===== src/rtl/core/jhs_mul.sv =====
// Shared 32x32 unsigned multiplier with a registered product.
// No dependencies.
`timescale 1ns / 1ps
`default_nettype none
module jhs_mul (
	input  logic        clk,
	input  logic [31:0] a,
	input  logic [31:0] b,
	output logic [63:0] p
);
	logic [63:0] p_q;

	always_ff @(posedge clk) begin
		p_q <= 64'(a) * 64'(b);
	end

	assign p = p_q;
endmodule
`default_nettype wire


===== config.mk =====
export PLATFORM = sky130hd
export DESIGN_NAME = jhs_mul
export DESIGN_NICKNAME = d
export VERILOG_FILES = /design/src/rtl/core/jhs_mul.sv
export SDC_FILE = /design/constraint.sdc
export NUM_CORES = 2
export LEC_CHECK = 0
export ABC_CLOCK_PERIOD_IN_PS = 9400
export BUFFER_PORTS_ARGS = -buffer_cell sky130_fd_sc_hd__buf_2
export CAP_MARGIN = 20
export CORE_AREA = 2 2 233 258
export DETAILED_ROUTE_END_ITERATION = 12
export DIE_AREA = 0 0 235 260
export GPL_TIMING_DRIVEN = 0
export PLACE_DENSITY = 0.86
export SYNTH_ARGS = -nofsm -noshare
export SYNTH_HDL_FRONTEND = slang
export SYNTH_SLANG_ARGS = --single-unit

===== constraint.sdc =====
create_clock -name clk -period 9.4 [get_ports clk]
set_clock_uncertainty 0.05 [all_clocks]
set_input_delay 2.35 -clock clk [delete_from_list [all_inputs] [get_ports clk]]
set_output_delay 2.35 -clock clk [all_outputs]
set_load 0.1 [all_outputs]

Yosys cells after proc, flatten, opt, wreduce, memory -nomap -nowiden
Index checks and enable logic that the tools add are counted.
{"block": "totals", "elab_cells": 2, "regBits": 64, "output_inout_bits": 64}
{"block": "classes", "mul": 1}
{"op": "32-bit by 32-bit multiplier with 64-bit output", "count": 1}

Logic depth before layout (Yosys ltp)
{"block": "logic_depth", "ltp_word": 1, "ltp_mapped": 29, "ltp_nobuf": 27}

Least setup slack after synthesis
No wires, ideal clock.
{"block": "synth_timing", "kind": "input-to-reg", "from": "in a[25]", "to": "reg p_q[62], in the netlist p[62]", "stages": 25, "arrival_time_ps": 9031, "path_slack_ps": 247, "setup_ps": 72, "path_cell_list": "clkbuf_1 > nand2_1 > fa_1 > inv_1 > fa_1 > inv_1 > fa_1 > inv_1 > fa_1 > fa_1 > fa_1 > fa_1 > inv_1 > fa_1 > inv_1 > ha_1 > buf_2 > nand4_1 > or4_1 > or3_1 > a31oi_1 > a31o_2 > a211oi_1 > o21ai_1 > xor2_1"}
{"block": "synth_via", "elab_chain_len": 1}
{"element": "start, declared", "line": "7", "source": "input logic [31:0] a,"}
{"element": "32-bit by 32-bit multiplier with 64-bit output", "line": "14", "source": "p_q <= 64'(a) * 64'(b);"}
{"element": "end signal, assigned", "line": "14"}
{"element": "end, declared", "line": "11", "source": "logic [63:0] p_q;"}
Every way passes these cells.

Final worst setup path
{"block": "layout_timing", "from": "in b[31]", "to": "reg p_q[62], in the netlist p[62]"}
{"block": "layout_via", "elab_chain_len": 1}
{"element": "start, declared", "line": "8", "source": "input logic [31:0] b,"}
{"element": "32-bit by 32-bit multiplier with 64-bit output", "line": "14"}
Every way passes these cells.

==> run_results.csv <==
group,metric,value,unit
routing,drt-total-wl,136000,um
sta,slew_headroom,38.9,%
worst_setup_path,critPathKind,"in -> reg",
clocking,cts-htree-levels,3,
floorplanning,fp.dieArea,61100,um^2
sta,finalHoldWorstSlack,2.21,ns
clocking,cts.sinks,64,
sta,hold_viol,0,
final_layout,synthToLayoutAreaGrowth,12.8,%
sta,fmax,105,MHz
routing,num_vias,28400,
final_layout,fin_util,67.1,%
yosys,synth-edff-count,0,
routing,drc,0,
placement,dp_cells,4636,
yosys,synthFlopType,"dfxtp_1",
final_layout,n_fill_cell,4670,
sta,worst_slack,-0.0790,ns
grt,grt_pass1_wl,193000,um
grt,antenna_found_initial,16,
routing,wl_per_cell,28.7,um
placement,hpwl,111000,um
placement,dpl_worst_slack,-1.54,ns
yosys,yosysUniqueCellTypes,57,
placement,gp_congestion,1.08,
floorplanning,start_util,59.5,%
floorplanning,rows,93,
floorplanning,pin_count,129,
worst_setup_path,cp-end-kind,"flop",
worst_setup_path,slowest_stage,"fa_1",
worst_setup_path,crit_required,9.63,ns
clocking,cts_buffer_depth,2,
yosys,avgSynthCellArea,9.25,um^2
routing,ant_nets,0,
run,maxCapViolations,0,
worst_setup_path,crit_path_frequent_cell,"fa_1",
clocking,tritoncts,"done",
worst_setup_path,cp_top_family,"adder cells",
worst_setup_path,critPathBufInv,5,
clocking,clockRootBuffer,"clkbuf_16",
worst_setup_path,cp.arrival,9.71,ns
yosys,yosys-top-cells-count,"fa_1, inv_1, and2_1",
clocking,cts_buffers,9,
worst_setup_path,cp_max_fo,10,
yosys,yosys_warnings,0,
sta,fin_crit,9.48,ns
final_layout,final_cells,4734,
yosys,synth_top_area_cell,"fa_1",
grt,grt_pass1_vias,30200,
grt,grt_usage,44.6,%
final_layout,drive_gt1_share,13.2,%
status,status,"finished with violations",
clocking,path_clk_slew,0.06,ns
routing,drtIter0Drc,2748,
sta,fin_crit_sh,101,%
sta,setup_viol,1,
sta,worstMarginPinSlew,0.916,ns
sta,rsz0062_at_grt,"yes",
final_layout,nNetsFinal,5181,
yosys,ys_seq_area_share,3.69,%
yosys,synth_top_area_share,51.7,%
clocking,cts_hold_buffers,0,
yosys,syn_inst,3748,
floorplanning,fp.dieH,260,um
worst_setup_path,max_stage_delay,0.58,ns
grt,grt_max_degree,12,
yosys,syn_nets,4972,
grt,grt_overflow,0,
floorplanning,core,58300,um^2
routing,vias_per_cell,6.01,
placement,numPortBuffers,128,
yosys,async_reset_ff_share,0,%
yosys,syn-cell-area,34700,um^2
sta,slew_viol_final,0,
hold_path,hold_class,"in -> reg",
final_layout,largest_reg_flops,64,
worst_setup_path,cp-start-kind,"input port",
yosys,synth_area_leaders,"fa_1, and2_1, ha_1, inv_1, nand2_1",
routing,drtPass1Iterations,8,
worst_setup_path,worstPathCellList,"buf_2, clkbuf_2, and2_1, fa_1, fa_1, fa_1, fa_1, fa_2, fa_1, fa_1, inv_2, fa_1, inv_2, ha_4, buf_6, nand4_1, or4_4, or3_4, a31oi_4, a31o_4, a211oi_2, o21ai_1, xor2_1",
yosys,ys_ff_latch,64,
floorplanning,dieWidth,235,um
yosys,synth.most_common_cell,"fa_1",
status,violations,"setup timing",
final cells by class:
type / count / area [um^2] / share of cell area [%]
Clock inverter: 6 / 61.3 / 0.157
Multi-Input combinational cell: 2599 / 29800 / 76.1
Clock buffer: 9 / 225 / 0.576
Timing Repair Buffer: 208 / 1440 / 3.68
Tap cell: 760 / 951 / 2.43
Sequential cell: 64 / 1280 / 3.28
Antenna cell: 13 / 32.5 / 0.0832
Inverter: 865 / 3250 / 8.30
Buffer: 210 / 2110 / 5.40
worst paths after layout:
| kind | slack [ns] | startpoint | cells past startpoint | to |
|---|---|---|---|---|
| max | -0.08 | b[31] | 23 | p[62]$_DFF_P_ |
| min | 2.21 | b[0] | 2 | p[0]$_DFF_P_ |
cell usage in the layout (no fill, tap or decap), types with 6 or more instances in the layout:
cell and instances:
xor2_1 25, inv_2 9, fa_2 39, ha_1 247, clkbuf_4 31, and2_1 598
xnor2_1 35, buf_2 112, ha_2 6, nand4_1 23, a21oi_2 8, buf_6 50
ha_4 10, a21o_1 39, buf_8 26, inv_1 856, buf_12 24, diode_2 13
buf_4 117, nand3_1 10, clkbuf_1 23, nand2_1 477, o21bai_1 10, a21oi_1 57
fa_1 857, and3_1 14, clkbuf_2 22, nor3_1 6, o21ai_0 19, nor2_1 19
o21a_1 9, clkbuf_16 16, dfxtp_1 64, a31oi_1 10, o21ai_1 7
per-stage QoR:
stage	TNS [ns]	area, um^2
detailed placement	-34.98	36300
global route	-0.798	39100
finish	-0.0790	39100
floorplan	0	34700
global placement	-33.22	36300
CTS	-0.0209	37500
layer usage:
layer  vias up  global-route usage [%]  routed length (um)
li1      11300                       -                   -
met1     14300                    48.1               42000
met2      2035                    71.4               61700
met3       771                    11.4               14900
met4         6                    43.6               17200
met5         -                       0                  33
what timing repair did:
action | CTS | global route
pin swaps | 15 | 48
gates cloned | 0 | 2
endpoints found under the hold margin | 0 | 0
endpoints found under the setup margin | 36 | 23
gates resized for setup | 369 | 456
setup buffers | 5 | 73
logic make-up (layout without fill, tap and decap cells):
family                   count (synthesis)  count (layout)  share of synthesized area [%]
adder cells (fa/ha/maj)               1159            1159                           61.2
multiplexers                             1               1                         0.0289
XOR/XNOR                                60              60                           1.52
buffers and inverters                 1085            1298                           11.8
AO/OA/AOI/OAI                          202             202                           4.15
other                                    0              13                              0
AND/OR/NAND/NOR                       1177            1177                           17.6
flip-flops                              64              64                           3.69
Power is not shown: default switching activity piles up to over one toggle a cycle in this logic, so the estimate is an artifact.
