### src/rtl/core/jhs_div.sv
// Restoring unsigned divider, one quotient bit per cycle.
// No dependencies; a start beat loads the operands, done pulses with the quotient.
`timescale 1ns / 1ps
`default_nettype none
module jhs_div #(
	parameter int NW = 82,
	parameter int DW = 66
) (
	input  logic          clk,
	input  logic          arst_n,
	input  logic          start,
	input  logic [NW-1:0] num,
	input  logic [DW-1:0] den,
	output logic          done,
	output logic [NW-1:0] quo
);
	localparam int CW = $clog2(NW + 1);

	logic          run_q;
	logic          done_q;
	logic [CW-1:0] cnt_q;
	logic [DW-1:0] rem_q;
	logic [DW-1:0] den_q;
	logic [NW-1:0] quo_q;
	logic [DW:0]   shifted;
	logic          ge;

	assign shifted = {rem_q, quo_q[NW-1]};
	assign ge      = shifted >= {1'b0, den_q};

	always_ff @(posedge clk or negedge arst_n) begin
		if (!arst_n) begin
			run_q  <= 1'b0;
			done_q <= 1'b0;
			cnt_q  <= '0;
		end else begin
			done_q <= 1'b0;
			if (start) begin
				run_q <= 1'b1;
				cnt_q <= CW'(NW);
			end else if (run_q) begin
				cnt_q <= cnt_q - CW'(1);
				if (cnt_q == CW'(1)) begin
					run_q  <= 1'b0;
					done_q <= 1'b1;
				end
			end
		end
	end

	always_ff @(posedge clk) begin
		if (start) begin
			rem_q <= '0;
			den_q <= den;
			quo_q <= num;
		end else if (run_q) begin
			rem_q <= ge ? DW'(shifted - {1'b0, den_q}) : DW'(shifted);
			quo_q <= {quo_q[NW-2:0], ge};
		end
	end

	assign done = done_q;
	assign quo  = quo_q;
endmodule
`default_nettype wire

### config.mk
export PLATFORM = sky130hd
export DESIGN_NAME = jhs_div
export DESIGN_NICKNAME = d
export VERILOG_FILES = /design/src/rtl/core/jhs_div.sv
export SDC_FILE = /design/constraint.sdc
export NUM_CORES = 1
export LEC_CHECK = 0
export ABC_AREA = 1
export BUFFER_PORTS_ARGS = -buffer_cell sky130_fd_sc_hd__buf_2
export CAP_MARGIN = 25
export CORE_ASPECT_RATIO = 0.9
export CORE_MARGIN = 3
export CORE_UTILIZATION = 60
export CTS_CLUSTER_DIAMETER = 150
export DETAILED_ROUTE_END_ITERATION = 7
export PLACE_DENSITY = 0.84
export RECOVER_POWER = 25
export SYNTH_ARGS = -nofsm -noshare
export SYNTH_HDL_FRONTEND = slang
export SYNTH_SLANG_ARGS = --single-unit
### constraint.sdc
create_clock -name clk -period 10.2 [get_ports clk]
set_input_delay 0 -clock clk [delete_from_list [all_inputs] [get_ports clk]]
set_output_delay 0 -clock clk [all_outputs]
set_load 0.01 [all_outputs]
# Yosys cells after proc, flatten, opt, wreduce, memory -nomap -nowiden
# Cells that the tools add are included.
[word_totals]
in_bits = 151
regBits = 223
[op_classes]
order_cmp = 1
reduce_logical = 1
n_addsub = 2
eq_ne = 1
n_mux = 11
[op_table]
columns = ["cell", "count"]
rows = [
  ["$mux W82", 2],
  ["$ge A67 B66 Y1", 1],
  ["$mux W66", 1],
  ["$sub A66 B66 Y66", 1],
  ["$mux W7", 2],
  ["$eq A7 B1 Y1 const B", 1],
  ["$sub A7 B1 Y7 const B", 1],
  ["$mux W1", 6],
  ["$reduce_bool A2 Y1", 1],
]

# Longest topological paths before layout
[logic_depth]
word_depth = 4
depth_mapped = 19
mapped_depth_nobuf = 19

# Least setup slack after synthesis
# No wires, ideal clock.
[synth_timing]
path_kind = "reg2reg"
startpoint = "register run_q"
endpoint = "register quo_q[0], in the netlist quo[0], enable pin"
synth_period_minus_slack_ns = 3.410
path_stages_with_launch = 4
arrival_time_ns = 2.933
n_path_buf = 1
t_required_ns = 9.723
path_slack_ns = 6.790
setup_time_ns = 0.477
path_cell_list = "dfrtp_1 nor2_1 inv_1 clkbuf_1"
[synth_between]
elab_chain_cells = 1
[synth_rtl]
columns = ["element", "line_no", "text"]
rows = [
  ["start, declared", "19", "logic run_q;"],
  ["start signal, assigned", "33", "run_q <= 1'b0;"],
  ["start signal, assigned", "39", "run_q <= 1'b1;"],
  ["start signal, assigned", "44", "run_q <= 1'b0;"],
  ["$reduce_bool A2 Y1 (no source line)", "-", ""],
  ["end signal, assigned", "55", "quo_q <= num;"],
  ["end signal, assigned", "58", "quo_q <= {quo_q[NW-2:0], ge};"],
  ["end, declared", "24", "logic [NW-1:0] quo_q;"],
]
# Every way passes these cells.
# A chain may end at the register's enable or synchronous reset.

# Worst setup path after layout
[layout_timing]
startpoint = "input port start"
endpoint = "register quo_q[0], in the netlist quo[0], data pin"
[layout_between]
elab_chain_cells = 1
[layout_rtl]
columns = ["element", "line_no", "text"]
rows = [
  ["start, declared", "11", "input logic start,"],
  ["$mux W82", "52", "if (start) begin"],
]
# Every way passes these cells.

==> impl_metrics.ini <==
[outcome]
status = finished with violations
violations = DRC, capacitance limit, slew limit

[setup_path]
path_class = input pin to flop
crit_path_end_kind = flop
endpoint = quo[0]$_DFFE_PP_
required_ns = 10.46
r2r_setup_slack_ns = 5.89
start_kind = input pin
r2r_cells = 17
path_max_fanout = 74
worstReg2RegStart = den_q[2]$_DFFE_PP_
r2r_end = rem_q[31]$_SDFFE_PP0P_
cp.arrival_ns = 6.23
cp-startpoint = start

[clock_tree]
cts.sinks = 223
cts.hold.buffers_added = 151
htreeDepth = 1
insertion_delay_ns = 0.58
tritoncts = built
cts.clk_slew.worst_paths_ns = 0.07
numCtsBuffers = 24
post-cts-setup-buffer-count = 0
cts.root.buffer_cell = clkbuf_16
cts-resized-gates = 0
clockBufferDepth = 3

[synthesis]
yosys_warnings = 0
synth_fp_nets = 2523
synthArstFlopShare_pct = 4.04
synth_area_um2 = 15400
synth.yosys.seq_area_share_pct = 38.9
synth.area.top_cells = edfxtp_1 29%, nand2_1 24%, inv_1 10%, dfxtp_1 8.6%, ha_1 5.5%
synth_area_leader_cell = edfxtp_1
netlist_top_cells_count = 968 x nand2_1, 415 x inv_1, 164 x nand3_1, 148 x edfxtp_1, 123 x nor2_1
synth_edf_count = 148
synth_top_area_share_pct = 28.9
syn_inst = 2303
synth.most_common_cell = nand2_1
synthFlopType = edfxtp_1
yosys_register_bits = 223
syn_area_per_cell_um2 = 6.68
synth.distinct_cells = 41

[die]
core_um2 = 24700
die_x_um = 175
fp.dieArea_um2 = 27600
io-pin-count = 234
die_y_um = 158
rows = 54
start_util_pct = 62.2

[place]
post-dp-hpwl_um = 37500
gp_congestion = 1.01
port_buffers = 233
dpl_cell_area_um2 = 16800

[sta]
finalClockSkew_ns = 0.0320
worst_pin_slew_ns = 4.72
setup_violations = 0
layout_min_cycle_time_ns = 5.97
final.setup.tns_ns = 0
slew_viol_final = 75
hold_violations = 0
rsz0062_at_grt = no
slew_headroom_pct = -214
fmax_mhz = 167
timing.final.crit_share_pct = 58.5
whs_ns = 0.149

[routing]
first_pass_iters = 8
top_layer_used = met4
wl_per_cell_um = 21.3
wl_met1_um = 22600
wl_met2_um = 27500
wl_met3_um = 9530
drc_errors = 48
vias_per_cell = 5.97
dr_total_vias = 18000
drt-initial-drc-count = 3008
ant_nets = 0
finalWirelength_um = 64400

[grt]
grt_pass1_wl_um = 98000
grt_antenna_before_repair = 2
grt_max_degree = 81
grt_pass1_vias = 17500
grt-ovfl-total = 0
grt_usage_pct = 45.7

[cells_and_area]
syn_to_final_growth_pct = 24.5
drive_gt1_share_pct = 11.9
postLayoutCoreUtil_pct = 77.5
nNetsFinal = 2887
fill_cells = 1651
design_area_um2 = 19200

[power]
power_leakage_nw = 10.3
p_per_area_nw_per_um2 = 133
vdd_drop_max_uv = 123

[hold_path]
hold_path_class = input pin to flop

[flow_run]
max_cap_violations = 1
## cell type report
cell class	instances	area, um2	area share [%]
Antenna cell	1	2.50	0.0131
Clock inverter	16	264	1.38
Timing Repair Buffer	392	2720	14.2
Inverter	439	1650	8.61
Multi-Input combinational cell	1587	7470	39.0
Tap cell	336	420	2.19
Clock buffer	28	646	3.37
Sequential cell	223	5990	31.3
## power by group
part | leakage, nW | total, W | switching (W) | internal [W]
combinational | 7.69 | 0.000421 | 0.000264 | 0.000157
clock | 0.437 | 0.00105 | 0.000440 | 0.000611
sequential | 2.19 | 0.00108 | 0.0000466 | 0.00103
## kinds of logic after synthesis
group,count (synthesis),share of synthesized area (%)
adder cells (fa/ha/maj),69,5.66
AO/OA/AOI/OAI,128,4.38
flip-flops,223,38.9
XOR/XNOR,37,2.11
buffers and inverters,493,12.6
AND/OR/NAND/NOR,1353,36.3
## sequential cells by signal (all words and copies together) (netlist names)
signal and cells:
rem_q 66, quo 82, cnt_q 7, run_q 1, den_q 66, done 1
## per-layer routing
layer / GRT usage, % / vias to the layer above
met3: 14.0 / 441
met5: 0 / -
met1: 56.3 / 8009
li1: - / 7798
met2: 72.1 / 1780
met4: 25.8 / 0
## metrics by stage
| stage | cells | worst slack [ns] | total power (W) |
|---|---|---|---|
| after global placement | 2826 | 6.48 | 0.00139 |
| after floorplan | 2303 | 6.79 | 0.00127 |
| after detailed placement | 2826 | 6.35 | 0.00140 |
| after CTS | 3021 | 6.27 | 0.00245 |
| after global routing | 3022 | 3.97 | 0.00259 |
| final | 3022 | 4.23 | 0.00255 |
## how the worst min path moves through the flow
stage                       start                    to  slack [ns]  cells after the start
after floorplan            arst_n  cnt_q[0]$_DFFE_PN0P_       -0.30                      0
after global placement     arst_n        done$_DFF_PN0_       -0.14                      1
after detailed placement   arst_n        done$_DFF_PN0_       -0.14                      1
after CTS                 den[53]   den_q[53]$_DFFE_PP_        0.14                      2
after global routing       den[5]    den_q[5]$_DFFE_PP_        0.16                      2
final                     den[58]   den_q[58]$_DFFE_PP_        0.15                      2
## layout by cell type, fill, tap and decap left out, drive strengths merged
| cell type | count |
|---|---|
| a211oi | 1 |
| a21boi | 1 |
| a21o | 1 |
| a21oi | 60 |
| a22oi | 1 |
| a31oi | 1 |
| and2 | 3 |
| and3 | 1 |
| buf | 224 |
| bufinv | 6 |
| clkbuf | 45 |
| clkinv | 8 |
| clkinvlp | 2 |
| dfrtp | 9 |
| dfxtp | 66 |
| diode | 1 |
| dlygate4sd3 | 151 |
| edfxtp | 148 |
| fa | 1 |
| ha | 68 |
| inv | 439 |
| nand2 | 975 |
| nand3 | 166 |
| nand3b | 34 |
| nand4 | 17 |
| nor2 | 140 |
| nor3 | 12 |
| nor4 | 4 |
| o21a | 2 |
| o21ai | 57 |
| o21bai | 4 |
| or2 | 1 |
| xnor2 | 37 |
## critical path, stage by stage
cell	delay (ns)
dlygate4sd3_1	0.53
clkbuf_1	3.19
inv_2	1.25
buf_4	0.71
nor2_1	0.25
a31oi_1	0.09
(Power assumes the default switching activity.)
